**src/rtl/sd72_pkg.sv**
```systemverilog
package sd72_pkg;

	localparam int DATA_W = 64;
	localparam int CHK_W = 8;
	localparam int CW_N = DATA_W + CHK_W;
	localparam int BYTE_N = DATA_W / 8;

	typedef logic [DATA_W-1:0] data_t;
	typedef logic [CHK_W-1:0] chk_t;
	typedef logic [1:0] status_t;
	typedef logic [CW_N-1:0] hit_t;

	// result status codes
	localparam status_t ST_CLEAN = 2'd0;
	localparam status_t ST_DATA = 2'd1;
	localparam status_t ST_CHECK = 2'd2;
	localparam status_t ST_UNCORR = 2'd3;

	// parity-check rows over the data; row i also covers check bit 7-i
	localparam data_t ROW_MASK [CHK_W] = '{
		64'hFF0F0F0C_68888880,
		64'hF0FF00F3_64444440,
		64'h30F0FF0F_02222226,
		64'hCF00F0FF_01111116,
		64'h68888880_FF0F00F3,
		64'h64444440_F0FF0F0C,
		64'h02222226_CF00FF0F,
		64'h01111116_30F0F0FF
	};

	// single-error syndromes: 0..63 data bit n, 64..71 check bit n-64
	localparam chk_t SINGLE_SYN [CW_N] = '{
		8'h0b, 8'h3b, 8'h37, 8'h07, 8'h19, 8'h29, 8'h49, 8'h89,
		8'h16, 8'h26, 8'h46, 8'h86, 8'h13, 8'h23, 8'h43, 8'h83,
		8'h1c, 8'h2c, 8'h4c, 8'h8c, 8'h15, 8'h25, 8'h45, 8'h85,
		8'h1a, 8'h2a, 8'h4a, 8'h8a, 8'h0d, 8'hcd, 8'hce, 8'h0e,
		8'h70, 8'h73, 8'hb3, 8'hb0, 8'h51, 8'h52, 8'h54, 8'h58,
		8'ha1, 8'ha2, 8'ha4, 8'ha8, 8'h31, 8'h32, 8'h34, 8'h38,
		8'hc1, 8'hc2, 8'hc4, 8'hc8, 8'h61, 8'h62, 8'h64, 8'h68,
		8'h91, 8'h92, 8'h94, 8'h98, 8'he0, 8'hec, 8'hdc, 8'hd0,
		8'h01, 8'h02, 8'h04, 8'h08, 8'h10, 8'h20, 8'h40, 8'h80
	};

endpackage

```
**src/rtl/sd72_syn.sv**
```systemverilog
module sd72_syn (
	input  logic             clk,
	input  logic             arst_n,
	input  logic             in_valid,
	output logic             in_ready,
	input  sd72_pkg::chk_t   chk,
	input  sd72_pkg::data_t  data,
	output logic             out_valid,
	input  logic             out_ready,
	output sd72_pkg::chk_t   syn,
	output sd72_pkg::data_t  data_out
);

	logic                                       vld_s1, vld_s2;
	logic                                       rdy_s1, rdy_s2;
	logic [sd72_pkg::BYTE_N-1:0]                part_s1 [sd72_pkg::CHK_W];
	logic [sd72_pkg::BYTE_N-1:0]                part_c [sd72_pkg::CHK_W];
	sd72_pkg::chk_t                             chk_s1;
	sd72_pkg::data_t                            data_s1;
	sd72_pkg::chk_t                             syn_c;
	sd72_pkg::chk_t                             syn_s2;
	sd72_pkg::data_t                            data_s2;

	assign rdy_s1 = !vld_s1 || rdy_s2;
	assign rdy_s2 = !vld_s2 || out_ready;
	assign in_ready = rdy_s1;

	// per-byte parities of each row
	always_comb begin
		for (int i = 0; i < sd72_pkg::CHK_W; i++) begin
			for (int j = 0; j < sd72_pkg::BYTE_N; j++) begin
				part_c[i][j] = ^(data[j*8 +: 8] & sd72_pkg::ROW_MASK[i][j*8 +: 8]);
			end
		end
	end

	// fold byte parities with the check bit of each row
	always_comb begin
		for (int i = 0; i < sd72_pkg::CHK_W; i++) begin
			syn_c[sd72_pkg::CHK_W-1-i] = (^part_s1[i]) ^ chk_s1[sd72_pkg::CHK_W-1-i];
		end
	end

	// stage valid bits
	always_ff @(posedge clk or negedge arst_n) begin
		if (!arst_n) begin
			vld_s1 <= 1'b0;
			vld_s2 <= 1'b0;
		end else begin
			if (rdy_s1) vld_s1 <= in_valid;
			if (rdy_s2) vld_s2 <= vld_s1;
		end
	end

	// stage payloads
	always_ff @(posedge clk) begin
		if (in_valid && rdy_s1) begin
			part_s1 <= part_c;
			chk_s1 <= chk;
			data_s1 <= data;
		end
		if (vld_s1 && rdy_s2) begin
			syn_s2 <= syn_c;
			data_s2 <= data_s1;
		end
	end

	assign out_valid = vld_s2;
	assign syn = syn_s2;
	assign data_out = data_s2;

endmodule

```
**src/rtl/sd72_match.sv**
```systemverilog
module sd72_match (
	input  logic             clk,
	input  logic             arst_n,
	input  logic             in_valid,
	output logic             in_ready,
	input  sd72_pkg::chk_t   syn,
	input  sd72_pkg::data_t  data,
	output logic             out_valid,
	input  logic             out_ready,
	output sd72_pkg::hit_t   hit,
	output sd72_pkg::chk_t   syn_out,
	output sd72_pkg::data_t  data_out
);

	logic             vld_s3;
	sd72_pkg::hit_t   hit_c;
	sd72_pkg::hit_t   hit_s3;
	sd72_pkg::chk_t   syn_s3;
	sd72_pkg::data_t  data_s3;

	assign in_ready = !vld_s3 || out_ready;

	// compare against every single-error syndrome
	always_comb begin
		for (int n = 0; n < sd72_pkg::CW_N; n++) begin
			hit_c[n] = (syn == sd72_pkg::SINGLE_SYN[n]);
		end
	end

	always_ff @(posedge clk or negedge arst_n) begin
		if (!arst_n) begin
			vld_s3 <= 1'b0;
		end else if (in_ready) begin
			vld_s3 <= in_valid;
		end
	end

	always_ff @(posedge clk) begin
		if (in_valid && in_ready) begin
			hit_s3 <= hit_c;
			syn_s3 <= syn;
			data_s3 <= data;
		end
	end

	assign out_valid = vld_s3;
	assign hit = hit_s3;
	assign syn_out = syn_s3;
	assign data_out = data_s3;

endmodule

```
**src/rtl/sd72_fix.sv**
```systemverilog
module sd72_fix (
	input  logic               clk,
	input  logic               arst_n,
	input  logic               in_valid,
	output logic               in_ready,
	input  sd72_pkg::hit_t     hit,
	input  sd72_pkg::chk_t     syn,
	input  sd72_pkg::data_t    data,
	output logic               out_valid,
	input  logic               out_ready,
	output sd72_pkg::data_t    data_out,
	output sd72_pkg::chk_t     syn_out,
	output sd72_pkg::status_t  status
);

	logic               vld_s4;
	sd72_pkg::hit_t     low_c;
	sd72_pkg::status_t  status_c;
	sd72_pkg::data_t    data_s4;
	sd72_pkg::chk_t     syn_s4;
	sd72_pkg::status_t  status_s4;

	assign in_ready = !vld_s4 || out_ready;

	// lowest matching position wins
	assign low_c = hit & (~hit + sd72_pkg::hit_t'(1));

	// classify the syndrome
	always_comb begin
		if (syn == '0) begin
			status_c = sd72_pkg::ST_CLEAN;
		end else if (hit == '0) begin
			status_c = sd72_pkg::ST_UNCORR;
		end else if (|low_c[sd72_pkg::DATA_W-1:0]) begin
			status_c = sd72_pkg::ST_DATA;
		end else begin
			status_c = sd72_pkg::ST_CHECK;
		end
	end

	always_ff @(posedge clk or negedge arst_n) begin
		if (!arst_n) begin
			vld_s4 <= 1'b0;
		end else if (in_ready) begin
			vld_s4 <= in_valid;
		end
	end

	// flip the data bit of a single data error
	always_ff @(posedge clk) begin
		if (in_valid && in_ready) begin
			data_s4 <= data ^ low_c[sd72_pkg::DATA_W-1:0];
			syn_s4 <= syn;
			status_s4 <= status_c;
		end
	end

	assign out_valid = vld_s4;
	assign data_out = data_s4;
	assign syn_out = syn_s4;
	assign status = status_s4;

endmodule

```
**src/rtl/secded_72_64_decoder.sv**
```systemverilog
// path: registered through stages s1 and s2 (syndrome), s3 (match) and s4 (fix)
// throughput: one codeword per cycle while result_ready is high; each of the
// four register stages holds while its successor is full and stalled
// reset: arst_n clears all stage valid bits asynchronously; data registers
// are not reset
module secded_72_64_decoder (
	input  logic               clk,
	input  logic               arst_n,
	input  logic               data_valid,
	output logic               data_ready,
	input  sd72_pkg::chk_t     check_bits,
	input  sd72_pkg::data_t    received_data,
	output logic               result_valid,
	input  logic               result_ready,
	output sd72_pkg::data_t    corrected_data,
	output sd72_pkg::chk_t     syndrome,
	output sd72_pkg::status_t  status
);

	logic             syn_valid, syn_ready;
	sd72_pkg::chk_t   syn_a;
	sd72_pkg::data_t  data_a;
	logic             hit_valid, hit_ready;
	sd72_pkg::hit_t   hit_b;
	sd72_pkg::chk_t   syn_b;
	sd72_pkg::data_t  data_b;

	// syndrome trees, two stages
	sd72_syn u_syn (
		.clk       (clk),
		.arst_n    (arst_n),
		.in_valid  (data_valid),
		.in_ready  (data_ready),
		.chk       (check_bits),
		.data      (received_data),
		.out_valid (syn_valid),
		.out_ready (syn_ready),
		.syn       (syn_a),
		.data_out  (data_a)
	);

	// single-error syndrome compare
	sd72_match u_match (
		.clk       (clk),
		.arst_n    (arst_n),
		.in_valid  (syn_valid),
		.in_ready  (syn_ready),
		.syn       (syn_a),
		.data      (data_a),
		.out_valid (hit_valid),
		.out_ready (hit_ready),
		.hit       (hit_b),
		.syn_out   (syn_b),
		.data_out  (data_b)
	);

	// correction and status, output register
	sd72_fix u_fix (
		.clk       (clk),
		.arst_n    (arst_n),
		.in_valid  (hit_valid),
		.in_ready  (hit_ready),
		.hit       (hit_b),
		.syn       (syn_b),
		.data      (data_b),
		.out_valid (result_valid),
		.out_ready (result_ready),
		.data_out  (corrected_data),
		.syn_out   (syndrome),
		.status    (status)
	);

endmodule

```
**config.mk**
```make
export PLATFORM = sky130hd
export DESIGN_NAME = secded_72_64_decoder
export DESIGN_NICKNAME = d
export VERILOG_FILES = /design/src/rtl/sd72_pkg.sv /design/src/rtl/sd72_syn.sv /design/src/rtl/sd72_match.sv /design/src/rtl/sd72_fix.sv /design/src/rtl/secded_72_64_decoder.sv
export SDC_FILE = /design/constraint.sdc
export NUM_CORES = 1
export LEC_CHECK = 0
export ABC_AREA = 1
export BUFFER_PORTS_ARGS = -buffer_cell sky130_fd_sc_hd__buf_2
export CAP_MARGIN = 20
export CORE_AREA = 2 2 196 198
export CTS_CLUSTER_DIAMETER = 200
export DETAILED_ROUTE_END_ITERATION = 12
export DIE_AREA = 0 0 198 200
export PLACE_DENSITY = 0.67
export SLEW_MARGIN = 20
export SYNTH_ARGS = -nofsm -noshare
export SYNTH_HDL_FRONTEND = slang
export SYNTH_SLANG_ARGS = --single-unit
export TNS_END_PERCENT = 10
```
**constraint.sdc**
```tcl
create_clock -name clk -period 9.3 [get_ports clk]
set_input_delay 2.79 -clock clk [delete_from_list [all_inputs] [get_ports clk]]
set_output_delay 2.79 -clock clk [all_outputs]
set_load 0.01 [all_outputs]
```
After elaboration in Yosys (flattened, before gate mapping)
Cells that the tools add are included.
{"block": "word_totals", "elab_cells": 191, "reg_bits": 426, "out_inout_bits": 76, "inputBits": 76}
{"block": "op_classes", "n_addsub": 1, "eq_ne": 72, "n_bitwise": 11, "n_reduce_logical": 83, "muxes": 2}
{"operator": "$reduce_xor 8->1", "n": 68}
{"operator": "$eq 8x8->1 const B", "n": 27}
{"operator": "$eq 8x7->1 const B", "n": 17}
{"operator": "$eq 8x6->1 const B", "n": 13}
{"operator": "$logic_not 72->1", "n": 1}
{"operator": "$add 64x1->64 const B", "n": 1}
{"operator": "$and 64x64->64", "n": 1}
{"operator": "$not 64->64", "n": 1}
{"operator": "$reduce_or 64->1", "n": 1}
{"operator": "$xor 64x64->64", "n": 1}
{"operator": "$eq 8x5->1 const B", "n": 7}
{"operator": "$eq 8x4->1 const B", "n": 4}
{"operator": "$eq 8x3->1 const B", "n": 2}
{"operator": "$eq 8x1->1 const B", "n": 1}
{"operator": "$eq 8x2->1 const B", "n": 1}
{"operator": "$logic_not 8->1", "n": 1}
{"operator": "$xor 1x1->1", "n": 8}
{"operator": "$logic_and 1x1->1", "n": 4}
{"operator": "$logic_not 1->1", "n": 4}
{"operator": "$logic_or 1x1->1", "n": 4}
{"operator": "$mux 2", "n": 2}

Depth between registers and ports, before layout
{"block": "depth", "depth_word": 6, "mapped_depth": 9, "ltp_nobuf": 9}

Hierarchy
A second synthesis with hierarchy kept.
{"block": "unflattened", "cells_unflattened": 1392, "area_unflattened_um2": 17466.8}
{"module": "sd72_syn", "seq_area_each_um2": 5935.7, "area_per_inst_um2": 7798.7, "cells_per_inst": 517, "instances": 1}
{"module": "sd72_match", "seq_area_each_um2": 4349.2, "area_per_inst_um2": 4894.7, "cells_per_inst": 280, "instances": 1}
{"module": "sd72_fix", "seq_area_each_um2": 2247.2, "area_per_inst_um2": 4773.3, "cells_per_inst": 595, "instances": 1}

Worst setup path after synthesis
OpenSTA, ideal clock, no wires.
{"block": "synth_timing", "path_kind": "input-to-reg", "start": "input port result_ready", "end": "register u_syn.chk_s1[0], enable pin", "stages": 6, "path_buffers": 0, "setup_ps": 611, "slack_ps": 430, "arrival_ps": 8259, "required_ps": 8689, "path_cell_list": "nor2_1 -> inv_1 -> nor2_1 -> nand2_1 -> nor2_1 -> nor2_1"}
{"block": "synth_between", "elab_chain_len": 5}
{"item": "from (decl)", "line": "secded_72_64_decoder.sv:14", "text": "input logic result_ready,"}
{"item": "$logic_or 1x1->1", "line": "sd72_fix.sv:23", "text": "assign in_ready = !vld_s4 || out_ready;"}
{"item": "$logic_or 1x1->1", "line": "sd72_match.sv:21", "text": "assign in_ready = !vld_s3 || out_ready;"}
{"item": "$logic_or 1x1->1", "line": "sd72_syn.sv:25", "text": "assign rdy_s2 = !vld_s2 || out_ready;"}
{"item": "$logic_or 1x1->1", "line": "sd72_syn.sv:24", "text": "assign rdy_s1 = !vld_s1 || rdy_s2;"}
{"item": "$logic_and 1x1->1", "line": "sd72_syn.sv:57", "text": "if (in_valid && rdy_s1) begin"}
{"item": "to (signal assigned)", "line": "sd72_syn.sv:59", "text": "chk_s1 <= chk;"}
{"item": "to (decl)", "line": "sd72_syn.sv:18", "text": "sd72_pkg::chk_t chk_s1;"}
Every way passes these cells.
A chain may end at the register's enable or synchronous reset.

Worst setup path after layout
{"block": "layout_timing", "start": "input port result_ready", "end": "output port data_ready"}
{"block": "layout_between", "elab_chain_len": 4}
{"item": "$logic_or 1x1->1", "line": "sd72_fix.sv:23"}
{"item": "$logic_or 1x1->1", "line": "sd72_match.sv:21"}
{"item": "$logic_or 1x1->1", "line": "sd72_syn.sv:25"}
{"item": "$logic_or 1x1->1", "line": "sd72_syn.sv:24"}
{"item": "to (decl)", "line": "secded_72_64_decoder.sv:10", "text": "output logic data_ready,"}
Every way passes these cells.

==> metrics.txt <==
most used cells in the layout excluding fill and tap cells edfxtp_1 (414), nand2_1 (260), nor2_1 (213), buf_2 (151), xnor2_1 (108); H-tree depth 2; Worst-path clk slew 0.06 ns; chip height roughly 200 um; global router's overall resource usage 19.59%; share of cells above drive strength 1 between 10% and 20%; postcts setup bufs 0; Critical Path RT 6.51 ns; setup slack, reg-to-reg 6.34 ns; GRT overflow 0; post-synthesis adder-cell area fraction 0%; most common cell after layout, fill and taps aside edfxtp_1; xor/xnor share of the synthesized area 8.690%; Warnings, synthesis 0; clock root buffer master clkbuf_16; Synth Net Count roughly 1400; clk_lat worst skew 0.55 ns; post-route ant nets 0; clock skew approximately 0.028 ns; IO buf count between 150 and 200; drt pass-1 iters 7; P&R area growth vs syn 16.49%; I/O pins 152; Fin. Hold Viols 0; Slew HR 29.78%; Fill cells 3118; pwr/cell area 255.4 nW/um^2; combinational power share between 10% and 20%; max-slew violation count 0; Synth Area per Inst ~13 um^2; worst hold slack about 0.42 ns; final wirelength 37650 um; top cells by area, synth edfxtp_1 (73%), nand2_1 (5.7%), xnor2_1 (5.6%); post-cts hold buffer count 0; crit path DAT 3.89 ns; clock share of power 32.7%; crit end category output port; via count 9757; Setup crit start result_ready; Cell Area, Synth 17030 um^2; Rows 71; RSZ-0062 raised after global routing no; largest family of logic cells by synthesized area simple AND/OR/NAND/NOR gates; mux cell area share after synthesis 0%; Yosys top cell area share 72.99%; actual slew at the worst max-slew pin 1.053 ns; die width 198 um; Sink Count 418; DR iter-0 viols 841; post-synth cell types 22; worst hold-check path type register to register; crit share post-route 71.81%; status completed; part of the Yosys area used for sequential elements 73.58%; CTS buffer count 41; die area 39600 um^2; synthesized flop and latch total 418; Cells after Synth ~1300; Nets ~1600; number of global-route vias before repair roughly 9600; detail-routed net length per standard cell 18.50 um; first-pass GRT wire length around 56000 um; Reg power frac a little over half; fin worst setup slack 2.622 ns; Placement Setup Slack 2.610 ns; antenna violations before repair 0; final instance area 19840 um^2; CTS max path bufs 3; Sw Ratio 27.26%; Sw Pwr between 1000 and 1500 uW; Post-CTS Resized 0; cell taking the most area after synthesis edfxtp_1; GPL Wtd Cong 0.9177; CP Launch Type input port; core area 37400 um^2; Final Setup Violations 0; Critical R2R Launch u_fix.out_valid; DR vias/cell 4.795; max_cap viols 0; CTS tree yes; Pint approximately 3700 uW; largest net degree at the start of global routing 85; crit path max fanout 3; Leakage Power between 0.007 and 0.008 uW; simple-gate portion of the synthesized area 15.57%; initial core utilization 45.54%; critical path class input port to output port; Synth Area in Compound Gates 0%; setup TNS 0 ns; Hold Crit Start u_syn.data_out[24]; Worst VDD drop about 0.15 mV; Min Clock Period, post-route 6.678 ns; HPWL after DPL roughly 28000 um; placed cell area 18490 um^2; Max Clk Rate 149.7 MHz; # DRC 0
## worst paths after layout
check | to | depth (start not counted)
setup / recovery | data_ready | 8
hold / removal | u_match.data_out[24] | 0
setup reg to reg | u_match.hit[62] | 9
hold reg to reg | u_match.data_out[24] | 0
max in group asynchronous | u_syn.out_valid | 1
min in group asynchronous | u_fix.out_valid | 1
## through the flow
step	util, %	cells	power [uW]
4_1_cts	53.05	2034	5112
6_report	53.05	2035	5067
3_3_place_gp	49.44	1960	3442
5_1_grt	53.05	2034	5282
2_1_floorplan	-	1292	3139
3_5_place_dp	49.44	1960	3459
## Yosys cell counts, drive strengths merged
master and number:
nor3 4, xor2 61, edfxtp 414, nor4 4
nand3b 20, nand2 268, dfrtp 4, nand3 50
nor2 236, inv 98, nand4 19, xnor2 108
nand2b 2, nor3b 3, and3 1
## worst max-delay path, cell delays in order
cell and delay (ns):
buf_2 0.09, nor2_1 0.24, inv_1 0.10, nor2_1 0.13, nand2_1 0.10, nor2_1 0.22
inv_1 0.09, buf_2 0.14
## power by group through the flow
stage                     registers [uW]  logic [uW]  clock network (uW)
final                               2660         748                1660
after global routing                2690         835                1750
after CTS                           2660         763                1680
after detailed placement            2700         759                   0
after global placement              2690         748                   0
after floorplan                     2690         450                   0
## sequential cells by signal, summed over array words and instances (netlist names)
name,cells
u_fix.data_out,64
u_fix.out_valid,1
u_fix.status,2
u_fix.syn_out,8
u_match.data_out,64
u_match.hit,72
u_match.out_valid,1
u_match.syn_out,8
u_syn.chk_s1,8
u_syn.data_out,64
u_syn.data_s1,61
u_syn.out_valid,1
u_syn.part_s1,55
u_syn.syn,8
u_syn.vld_s1,1
## area by class of cell
class	count	area [um^2]	area share, %
Multi-Input combinational cell	776	4148	20.90
Antenna cell	1	2.502	0.01261
Timing Repair Buffer	157	800.8	4.036
Tap cell	511	639.4	3.222
Sequential cell	418	12530	63.16
Inverter	98	370.4	1.867
Clock buffer	47	1070	5.392
Clock inverter	27	279.0	1.406
## routing by layer
metal	vias to the layer above	GRT usage, %	wire length, um
met5	-	0	0
met4	0	6.711	1071
met3	60	2.873	1936
met2	257	32.37	18140
met1	4651	26.83	16500
li1	4789	-	-
## kinds of logic (layout without fill, tap and decap cells)
group	count (synthesis)	count (layout)
other	0	1
buffers and inverters	98	329
XOR/XNOR	169	169
flip-flops	418	418
AND/OR/NAND/NOR	607	607
(Power assumes the default switching activity.)
